$ cat src/assert_macros.svh
// ---------------------------------------------------------------------------
// Assertion macros
// Short forms for clocked implication checks with an active-low reset.
// ---------------------------------------------------------------------------
`ifndef ASSERT_MACROS_SVH
`define ASSERT_MACROS_SVH

// Same-cycle implication: cons must hold whenever ante holds.
`define ASSERT_IMPLIES(label, clk, rst_n, ante, cons) \
  label: assert property (@(posedge clk) disable iff (!rst_n) (ante) |-> (cons)) \
    else $error("implication check failed");

// Next-cycle implication: cons must hold in the cycle after ante.
`define ASSERT_NEXT(label, clk, rst_n, ante, cons) \
  label: assert property (@(posedge clk) disable iff (!rst_n) (ante) |=> (cons)) \
    else $error("next-cycle check failed");

`endif

$ cat src/sps_pkg.sv
// ---------------------------------------------------------------------------
// sps_pkg
// Shared widths, constants and types of the 1-D sandpile column sweep.
// ---------------------------------------------------------------------------
package sps_pkg;

  localparam int unsigned COLUMNS = 128;
  localparam int unsigned IDX_W   = $clog2(COLUMNS);
  localparam int unsigned H_W     = 16;
  localparam int unsigned CNT_W   = 7;
  localparam int unsigned COL_W   = 7;

  localparam logic [15:0] LFSR_MASK      = 16'hB400;
  localparam logic [15:0] NOISE_SEED_RST = 16'd1;
  localparam logic [7:0]  GRAIN_PER_RST  = 8'd4;
  localparam logic [15:0] HEIGHT_LIM_RST = 16'd50;

  // Configuration register indexes
  localparam logic [1:0] REG_GRAIN_PERIOD = 2'd0;
  localparam logic [1:0] REG_HEIGHT_LIMIT = 2'd1;
  localparam logic [1:0] REG_NOISE_SEED   = 2'd2;

  // Command codes
  localparam logic CMD_TICK = 1'b0;
  localparam logic CMD_READ = 1'b1;

  typedef enum logic [1:0] {
    ST_IDLE,
    ST_SWEEP,
    ST_TAIL,
    ST_EMIT
  } state_e;

  // One column-pair relaxation step
  typedef struct packed {
    logic           moved;
    logic [H_W-1:0] new_a;
    logic [H_W-1:0] new_b;
  } xfer_t;

endpackage

$ cat src/sandpile_column_sweep_core.sv
// Flow: a read beat goes from idle to the emit state, which loads the output
//   register; a tick sweeps column pairs through the height memory, writes the
//   tail column, then emits; a tick that finds column 0 at the limit emits at once.
// Items: one at a time; a tick is a read-modify-write sweep over the height memory;
//   the emit state waits while the output still holds an untaken result.
// Reset: asynchronous, active low; heights read as zero, tick phase zero,
//   noise generator at seed 1, registers at their defaults; no clearing pass.
// ---------------------------------------------------------------------------
// sandpile_column_sweep_core
// One-dimensional sandpile automaton with a column-by-column relaxation sweep
// over a height memory.
// ---------------------------------------------------------------------------
`include "assert_macros.svh"

module sandpile_column_sweep_core (
  input  logic        clk_i,
  input  logic        rst_ni,
  // configuration
  input  logic        cfg_we_i,
  input  logic [1:0]  cfg_idx_i,
  input  logic [15:0] cfg_data_i,
  // input stream
  input  logic        s_axis_tvalid_i,
  output logic        s_axis_tready_o,
  input  logic [7:0]  s_axis_tdata_i,  // [6:0] column, [7] zero
  input  logic        s_axis_tuser_i,  // [0] cmd
  // output stream
  output logic        m_axis_tvalid_o,
  input  logic        m_axis_tready_i,
  output logic [23:0] m_axis_tdata_o   // [15:0] height, [22:16] transfers, [23] stopped
);
  import sps_pkg::*;

  localparam logic [IDX_W-1:0] LAST_K    = IDX_W'(COLUMNS - 3);
  localparam logic [IDX_W-1:0] TAIL_ADDR = IDX_W'(COLUMNS - 2);
  localparam logic [IDX_W-1:0] ADDR_ONE  = IDX_W'(1);

  state_e state_q, state_d;

  logic [7:0]       grain_q;
  logic [15:0]      limit_q;
  logic [7:0]       phase_q;
  logic [H_W-1:0]   h0_q;
  logic [H_W-1:0]   a_q;
  logic [IDX_W-1:0] k_q;
  logic [CNT_W-1:0] count_q;
  logic             is_read_q, col0_q, oob_q;
  logic             m_valid_q;
  logic [23:0]      m_data_q;

  logic             accept, load_out, step_en, seed_load;
  logic             stopped_now;
  logic             mem_we, mem_re;
  logic [IDX_W-1:0] mem_waddr, mem_raddr;
  logic [H_W-1:0]   mem_wdata, mem_rdata;
  logic [IDX_W-1:0] col_idx;
  logic [8:0]       phase_next;
  logic [H_W-1:0]   h0_inc;
  logic [H_W-1:0]   read_height;
  xfer_t            xfer;

  assign col_idx     = IDX_W'(s_axis_tdata_i[COL_W-1:0]);
  assign stopped_now = h0_q >= limit_q;
  assign accept      = s_axis_tvalid_i && s_axis_tready_o;
  assign seed_load   = cfg_we_i && (cfg_idx_i == REG_NOISE_SEED);
  assign phase_next  = {1'b0, phase_q} + 9'd1;
  assign h0_inc      = (phase_next >= {1'b0, grain_q} && h0_q != 16'hFFFF) ?
                       h0_q + 16'd1 : h0_q;

  sps_heights_ram u_ram (
    .clk_i   (clk_i),
    .rst_ni  (rst_ni),
    .we_i    (mem_we),
    .waddr_i (mem_waddr),
    .wdata_i (mem_wdata),
    .re_i    (mem_re),
    .raddr_i (mem_raddr),
    .rdata_o (mem_rdata)
  );

  sps_xfer_unit u_xfer (
    .clk_i       (clk_i),
    .rst_ni      (rst_ni),
    .seed_load_i (seed_load),
    .seed_i      (cfg_data_i),
    .step_i      (step_en),
    .a_i         (a_q),
    .b_i         (mem_rdata),
    .xfer_o      (xfer)
  );

  // Next state
  always_comb begin
    state_d = state_q;
    unique case (state_q)
      ST_IDLE: begin
        if (accept) begin
          if (s_axis_tuser_i == CMD_READ || stopped_now) begin
            state_d = ST_EMIT;
          end else begin
            state_d = ST_SWEEP;
          end
        end
      end
      ST_SWEEP: begin
        if (k_q == LAST_K) begin
          state_d = ST_TAIL;
        end
      end
      ST_TAIL: state_d = ST_EMIT;
      ST_EMIT: begin
        if (!m_valid_q || m_axis_tready_i) begin
          state_d = ST_IDLE;
        end
      end
      default: state_d = ST_IDLE;
    endcase
  end

  // FSM outputs
  always_comb begin
    s_axis_tready_o = 1'b0;
    mem_re          = 1'b0;
    mem_raddr       = k_q + IDX_W'(2);
    mem_we          = 1'b0;
    mem_waddr       = k_q;
    mem_wdata       = xfer.new_a;
    step_en         = 1'b0;
    load_out        = 1'b0;
    unique case (state_q)
      ST_IDLE: begin
        s_axis_tready_o = 1'b1;
        mem_re          = s_axis_tvalid_i;
        mem_raddr       = (s_axis_tuser_i == CMD_READ) ? col_idx : ADDR_ONE;
      end
      ST_SWEEP: begin
        mem_re  = 1'b1;
        mem_we  = 1'b1;
        step_en = 1'b1;
      end
      ST_TAIL: begin
        mem_we    = 1'b1;
        mem_waddr = TAIL_ADDR;
        mem_wdata = a_q;
      end
      ST_EMIT: load_out = !m_valid_q || m_axis_tready_i;
      default: ;
    endcase
  end

  always_ff @(posedge clk_i or negedge rst_ni) begin
    if (!rst_ni) begin
      state_q <= ST_IDLE;
      grain_q <= GRAIN_PER_RST;
      limit_q <= HEIGHT_LIM_RST;
      phase_q <= '0;
      h0_q    <= '0;
      k_q     <= '0;
      count_q <= '0;
    end else begin
      state_q <= state_d;
      if (cfg_we_i) begin
        unique case (cfg_idx_i)
          REG_GRAIN_PERIOD: grain_q <= cfg_data_i[7:0];
          REG_HEIGHT_LIMIT: limit_q <= cfg_data_i;
          default: ;
        endcase
      end
      if (accept) begin
        k_q     <= '0;
        count_q <= '0;
        if (s_axis_tuser_i == CMD_TICK && !stopped_now) begin
          phase_q <= (phase_next >= {1'b0, grain_q}) ? 8'd0 : phase_next[7:0];
          h0_q    <= h0_inc;
        end
      end
      if (step_en) begin
        k_q <= k_q + IDX_W'(1);
        if (xfer.moved && count_q != {CNT_W{1'b1}}) begin
          count_q <= count_q + CNT_W'(1);
        end
        // keep column 0 mirrored for the stop check
        if (k_q == '0) begin
          h0_q <= xfer.new_a;
        end
      end
    end
  end

  // Carried height of the current column; no reset needed
  always_ff @(posedge clk_i) begin
    if (accept) begin
      a_q       <= h0_inc;
      is_read_q <= s_axis_tuser_i == CMD_READ;
      col0_q    <= s_axis_tdata_i[COL_W-1:0] == '0;
      oob_q     <= 32'(s_axis_tdata_i[COL_W-1:0]) >= COLUMNS;
    end else if (step_en) begin
      a_q <= xfer.new_b;
    end
  end

  always_comb begin
    if (oob_q) begin
      read_height = '0;
    end else if (col0_q) begin
      read_height = h0_q;
    end else begin
      read_height = mem_rdata;
    end
  end

  always_ff @(posedge clk_i or negedge rst_ni) begin
    if (!rst_ni) begin
      m_valid_q <= 1'b0;
    end else if (load_out) begin
      m_valid_q <= 1'b1;
    end else if (m_axis_tready_i) begin
      m_valid_q <= 1'b0;
    end
  end

  always_ff @(posedge clk_i) begin
    if (load_out) begin
      m_data_q <= {stopped_now, count_q, is_read_q ? read_height : h0_q};
    end
  end

  assign m_axis_tvalid_o = m_valid_q;
  assign m_axis_tdata_o  = m_data_q;

  `ASSERT_IMPLIES(a_k_range, clk_i, rst_ni, state_q == ST_SWEEP, k_q <= LAST_K)
  `ASSERT_IMPLIES(a_rw_apart, clk_i, rst_ni, mem_we && mem_re, mem_waddr != mem_raddr)
  `ASSERT_IMPLIES(a_count_bound, clk_i, rst_ni, state_q == ST_SWEEP, 32'(count_q) <= 32'(k_q))
  `ASSERT_NEXT(a_tail_emit, clk_i, rst_ni, state_q == ST_TAIL, state_q == ST_EMIT)

endmodule

$ cat src/sps_heights_ram.sv
// ---------------------------------------------------------------------------
// sps_heights_ram
// Column height store: one write and one registered read port, with
// per-entry valid bits so unwritten columns read as zero after reset.
// ---------------------------------------------------------------------------
module sps_heights_ram (
  input  logic                      clk_i,
  input  logic                      rst_ni,
  input  logic                      we_i,
  input  logic [sps_pkg::IDX_W-1:0] waddr_i,
  input  logic [sps_pkg::H_W-1:0]   wdata_i,
  input  logic                      re_i,
  input  logic [sps_pkg::IDX_W-1:0] raddr_i,
  output logic [sps_pkg::H_W-1:0]   rdata_o
);
  import sps_pkg::*;

  logic [H_W-1:0]     mem [COLUMNS];
  logic [COLUMNS-1:0] valid_q;
  logic [H_W-1:0]     rdata_q;
  logic               rvalid_q;

  always_ff @(posedge clk_i) begin
    if (we_i) begin
      mem[waddr_i] <= wdata_i;
    end
    if (re_i) begin
      rdata_q <= mem[raddr_i];
    end
  end

  always_ff @(posedge clk_i or negedge rst_ni) begin
    if (!rst_ni) begin
      valid_q  <= '0;
      rvalid_q <= 1'b0;
    end else begin
      if (we_i) begin
        valid_q[waddr_i] <= 1'b1;
      end
      if (re_i) begin
        rvalid_q <= valid_q[raddr_i];
      end
    end
  end

  assign rdata_o = rvalid_q ? rdata_q : '0;

endmodule

$ cat src/sps_xfer_unit.sv
// ---------------------------------------------------------------------------
// sps_xfer_unit
// Noise generator and grain transfer between one column and its right
// neighbor.
// ---------------------------------------------------------------------------
module sps_xfer_unit (
  input  logic                    clk_i,
  input  logic                    rst_ni,
  input  logic                    seed_load_i,
  input  logic [15:0]             seed_i,
  input  logic                    step_i,
  input  logic [sps_pkg::H_W-1:0] a_i,
  input  logic [sps_pkg::H_W-1:0] b_i,
  output sps_pkg::xfer_t          xfer_o
);
  import sps_pkg::*;

  logic [15:0]    lfsr_q, lfsr_d;
  logic [15:0]    lfsr_adv;
  logic [H_W-1:0] diff;
  logic [16:0]    span;
  logic [32:0]    prod;
  logic [H_W-1:0] ng;
  logic           moved;

  // Galois step, shifted right
  assign lfsr_adv = {1'b0, lfsr_q[15:1]} ^ (lfsr_q[0] ? LFSR_MASK : 16'h0000);

  assign moved = {1'b0, a_i} >= ({1'b0, b_i} + 17'd2);
  assign diff  = a_i - b_i;
  assign span  = {1'b0, diff} + 17'd2;
  assign prod  = {16'h0000, span} * {17'h00000, lfsr_adv};
  assign ng    = prod[32:17] + 16'd1;

  always_comb begin
    xfer_o.moved = moved;
    xfer_o.new_a = moved ? (a_i - ng) : a_i;
    xfer_o.new_b = moved ? (b_i + ng) : b_i;
  end

  always_comb begin
    lfsr_d = lfsr_q;
    if (seed_load_i) begin
      lfsr_d = seed_i;
    end else if (step_i && moved) begin
      lfsr_d = lfsr_adv;
    end
  end

  always_ff @(posedge clk_i or negedge rst_ni) begin
    if (!rst_ni) begin
      lfsr_q <= NOISE_SEED_RST;
    end else begin
      lfsr_q <= lfsr_d;
    end
  end

endmodule
$ cat config.mk
export PLATFORM = sky130hd
export DESIGN_NAME = sandpile_column_sweep_core
export DESIGN_NICKNAME = d
export VERILOG_FILES = /design/src/sps_pkg.sv /design/src/sandpile_column_sweep_core.sv /design/src/sps_heights_ram.sv /design/src/sps_xfer_unit.sv
export VERILOG_INCLUDE_DIRS = /design/src /design/src/src
export SDC_FILE = /design/constraint.sdc
export NUM_CORES = 2
export LEC_CHECK = 0
export BUFFER_PORTS_ARGS = -buffer_cell sky130_fd_sc_hd__buf_4
export CAP_MARGIN = 20
export CORE_MARGIN = 2
export CORE_UTILIZATION = 50
export DETAILED_ROUTE_END_ITERATION = 7
export PLACE_DENSITY = 0.64
export SYNTH_ARGS = -nofsm -noshare
export SYNTH_HDL_FRONTEND = slang
export SYNTH_SLANG_ARGS = --single-unit
$ cat constraint.sdc
create_clock -name clk_i -period 18.6 [get_ports clk_i]
set_input_delay 0.93 -clock clk_i [delete_from_list [all_inputs] [get_ports clk_i]]
set_output_delay 0.93 -clock clk_i [all_outputs]
set_load 0.01 [all_outputs]
==> impl_metrics.sql <==
INSERT INTO impl_metrics (metric_group, metric, value, unit) VALUES
('detailed_routing', 'wire_per_inst', '23.5', 'um'),
('synth', 'netlist-cell-type-count', '92', ''),
('floorplanning', 'floorplan.die.width', '466', 'um'),
('min_path', 'startpoint_of_the_worst_hold_path', 'cfg_data_i[14]', ''),
('synth', 'synth_top_flop_cell', 'sky130_fd_sc_hd__edfxtp_1', ''),
('cells_and_area', 'final_layout_size_suffix_gt1_frac', '0.0994', ''),
('clock_network', 'tritoncts', 'done', ''),
('synth', 'library_cell_with_the_largest_summed_area_after_synthesis', 'sky130_fd_sc_hd__edfxtp_1', ''),
('synth', 'post_synth_main_area_contributors', 'sky130_fd_sc_hd__edfxtp_1, sky130_fd_sc_hd__nand2_1, sky130_fd_sc_hd__dfrtp_1', ''),
('place', 'dp_hpwl', '162000', 'um'),
('cells_and_area', 'flow.area_growth_from_synthesis', '11.5', '%'),
('grt', 'globalRouteMet3Util', '0.0460', ''),
('timing', 'final.hold.worst_slack', '0.300', 'ns'),
('grt', 'first_global_vias', '68464', ''),
('detailed_routing', 'drc', '0', ''),
('grt', 'grt_max_degree', '171', ''),
('grt', 'grt.met1_usage', '0.360', ''),
('clock_network', 'cts_buffers', '229', ''),
('synth', 'syn-mean-instance-area', '11.8', 'um^2'),
('timing', 'final.setup.worst_slack', '3.80', 'ns'),
('detailed_routing', 'route.vias.total', '70967', ''),
('clock_network', 'cts_buffer_depth', '3', ''),
('worst_setup_path', 'cp_common_cell', 'sky130_fd_sc_hd__fa_1', ''),
('outcome', 'status', 'complete, no violations', ''),
('grt', 'grt_pass1_wl', '426000', 'um'),
('place', 'place.gp.congestion', '0.919', ''),
('synth', 'synth_cell_area', '107000', 'um^2'),
('cells_and_area', 'fillCellCount', '17085', ''),
('timing', 'final.period_utilization', '0.796', ''),
('synth', 'edff_count_synth', '2106', ''),
('floorplanning', 'initial_utilization', '0.503', ''),
('grt', 'antenna_found_initial', '4', ''),
('worst_setup_path', 'r2r-start', 'u_ram.rvalid_q', ''),
('synth', 'mappedNetlistNets', '9447', ''),
('worst_setup_path', 'cp-end-kind', 'flop', ''),
('detailed_routing', 'dr.first_iter.drc_count', '7325', ''),
('clock_network', 'cts_htree_levels', '4', ''),
('cells_and_area', 'fin_nets', '9415', ''),
('place', 'placement.setup.worst_slack', '3.63', 'ns'),
('min_path', 'worst_hold_path_type', 'in2reg', ''),
('synth', 'number_of_synthesis_warnings', '0', ''),
('worst_setup_path', 'cp_data_required_time', '19.15', 'ns'),
('worst_setup_path', 'worst_setup_path_start_kind', 'flop', ''),
('worst_setup_path', 'critical_path_launch_point', 'u_ram.rvalid_q', ''),
('timing', 'period_minus_slack', '14.80', 'ns'),
('synth', 'synth.top_cell.area_share', '0.594', ''),
('place', 'placed_cells', '11549', ''),
('clock_network', 'buffer_cell_driving_the_clock_tree_root', 'sky130_fd_sc_hd__clkbuf_16', ''),
('floorplanning', 'placement_rows', '169', ''),
('place', 'io_buffers', '56', ''),
('worst_setup_path', 'critical_path_class', 'reg2reg', ''),
('worst_setup_path', 'critPathMaxStageDelay', '0.74', 'ns'),
('worst_setup_path', 'worst_ep_arrival_time', '15.35', 'ns'),
('timing', 'final-max-slew-violation-count', '0', ''),
('synth', 'synth_top_cells_by_count', 'sky130_fd_sc_hd__nand2_1, sky130_fd_sc_hd__edfxtp_1, sky130_fd_sc_hd__nand3_1', ''),
('detailed_routing', 'routed_wirelength', '282000', 'um'),
('worst_setup_path', 'cpMaxStageDelayCell', 'sky130_fd_sc_hd__or3_1', ''),
('clock_network', 'cts_hold_repair.buffers', '1', ''),
('detailed_routing', 'final_antenna_net_count', '0', ''),
('timing', 'setup-violations-final', '0', ''),
('timing', 'final.setup.tns', '0', 'ns'),
('cells_and_area', 'ff_latch_area', '68500', 'um^2'),
('floorplanning', 'core_area', '212000', 'um^2'),
('cells_and_area', 'area_of_combinational_cells_with_multiple_inputs', '34900', 'um^2'),
('timing', 'finalHoldViolCount', '0', ''),
('worst_setup_path', 'timing.critical_path.fanout_max', '80', ''),
('floorplanning', 'die-height', '466', 'um'),
('clock_network', 'cts.reportedPaths.clkPinSlew', '0.06', 'ns'),
('grt', 'met2_usage', '0.407', ''),
('grt', 'busiest_layer', 'met2', ''),
('synth', 'number_of_cells_produced_by_synthesis', '9004', '');
through the flow:
stage	util	cell area, um^2
detailed placement	0.524	111000
CTS	0.560	119000
global route	0.560	119000
finish	0.560	119000
global placement	0.522	111000
floorplan	-	107000
area by class of cell:
class	instances	area share
flip-flops and latches	2316	0.577
multi-input cells	5760	0.294
clock buffers	294	0.0520
well taps	2821	0.0297
repair buffers	320	0.0243
clock inverters	142	0.0121
inverters	345	0.0109
diodes	4	0.0000843
cells in the final DEF, fill, tap and decap left out, drive strengths merged, types with 103 or more instances in the layout:
| master | Yosys | layout |
|---|---|---|
| nand2 | 2530 | 2530 |
| buf | 68 | 315 |
| a211oi | 140 | 140 |
| o21ai | 106 | 106 |
| clkbuf | 515 | 298 |
| a21oi | 201 | 201 |
| and2 | 103 | 103 |
| a31oi | 141 | 141 |
| fa | 210 | 210 |
| nand3 | 595 | 595 |
| dfrtp | 205 | 205 |
| a311oi | 409 | 409 |
| inv | 345 | 354 |
| edfxtp | 2106 | 2106 |
| or2 | 130 | 130 |
| nor2 | 216 | 216 |
| and3 | 294 | 294 |
| ha | 201 | 201 |
final timing paths:
check / endpoint / slack, ns / cells after the start
max: u_ram.mem[88][13] / 3.80 / 50
min: u_xfer.lfsr_q[14] / 0.30 / 3
max reg2reg: u_ram.mem[88][13] / 3.80 / 50
min reg2reg: u_ram.valid_q[119] / 0.47 / 1
max in group asynchronous: u_ram.valid_q[76] / 16.31 / 4
min in group asynchronous: u_xfer.lfsr_q[14] / 0.56 / 2
cells by family after synthesis:
kind of cell | count (synthesis) | synth area share
fa+ha+maj | 411 | 0.0631
mux | 80 | 0.00793
simple gates | 3995 | 0.164
flops | 2316 | 0.643
xor+xnor | 132 | 0.0109
buf+inv | 928 | 0.0329
compound gates | 1142 | 0.0783
layer usage:
metal  wire length (um)  vias to the layer above  share of wire
li1                   -                    32122              -
met3              21800                      446          0.077
met4               8950                        2          0.032
met5                165                        -        0.00059
met2             133000                     2742           0.47
met1             118000                    35655           0.42
state kept, by name (all words and copies together), names as in the netlist:
| register | count |
|---|---|
| u_ram.mem | 2048 |
| u_xfer.lfsr_q | 16 |
| k_q | 7 |
| is_read_q | 1 |
| col0_q | 1 |
| u_ram.rvalid_q | 1 |
| limit_q | 16 |
| grain_q | 8 |
| state_q | 2 |
| m_axis_tdata_o | 24 |
| phase_q | 8 |
| u_ram.rdata_q | 16 |
| h0_q | 16 |
| u_ram.valid_q | 128 |
| count_q | 7 |
| a_q | 16 |
| m_axis_tvalid_o | 1 |
worst max-delay path: cells and delay by family, from the launching register on:
family / cells / cell delay, ns
multiplexers: 2 / 0.62
AO/OA/AOI/OAI: 15 / 2.86
adder cells (fa/ha/maj): 11 / 4.74
flip-flops: 1 / 0.63
AND/OR/NAND/NOR: 12 / 2.97
XOR/XNOR: 3 / 0.83
buffers and inverters: 7 / 1.63
Power is left out: the tool's default activity adds up to more than one toggle a clock period on the data nets, which glitch-free logic cannot reach.
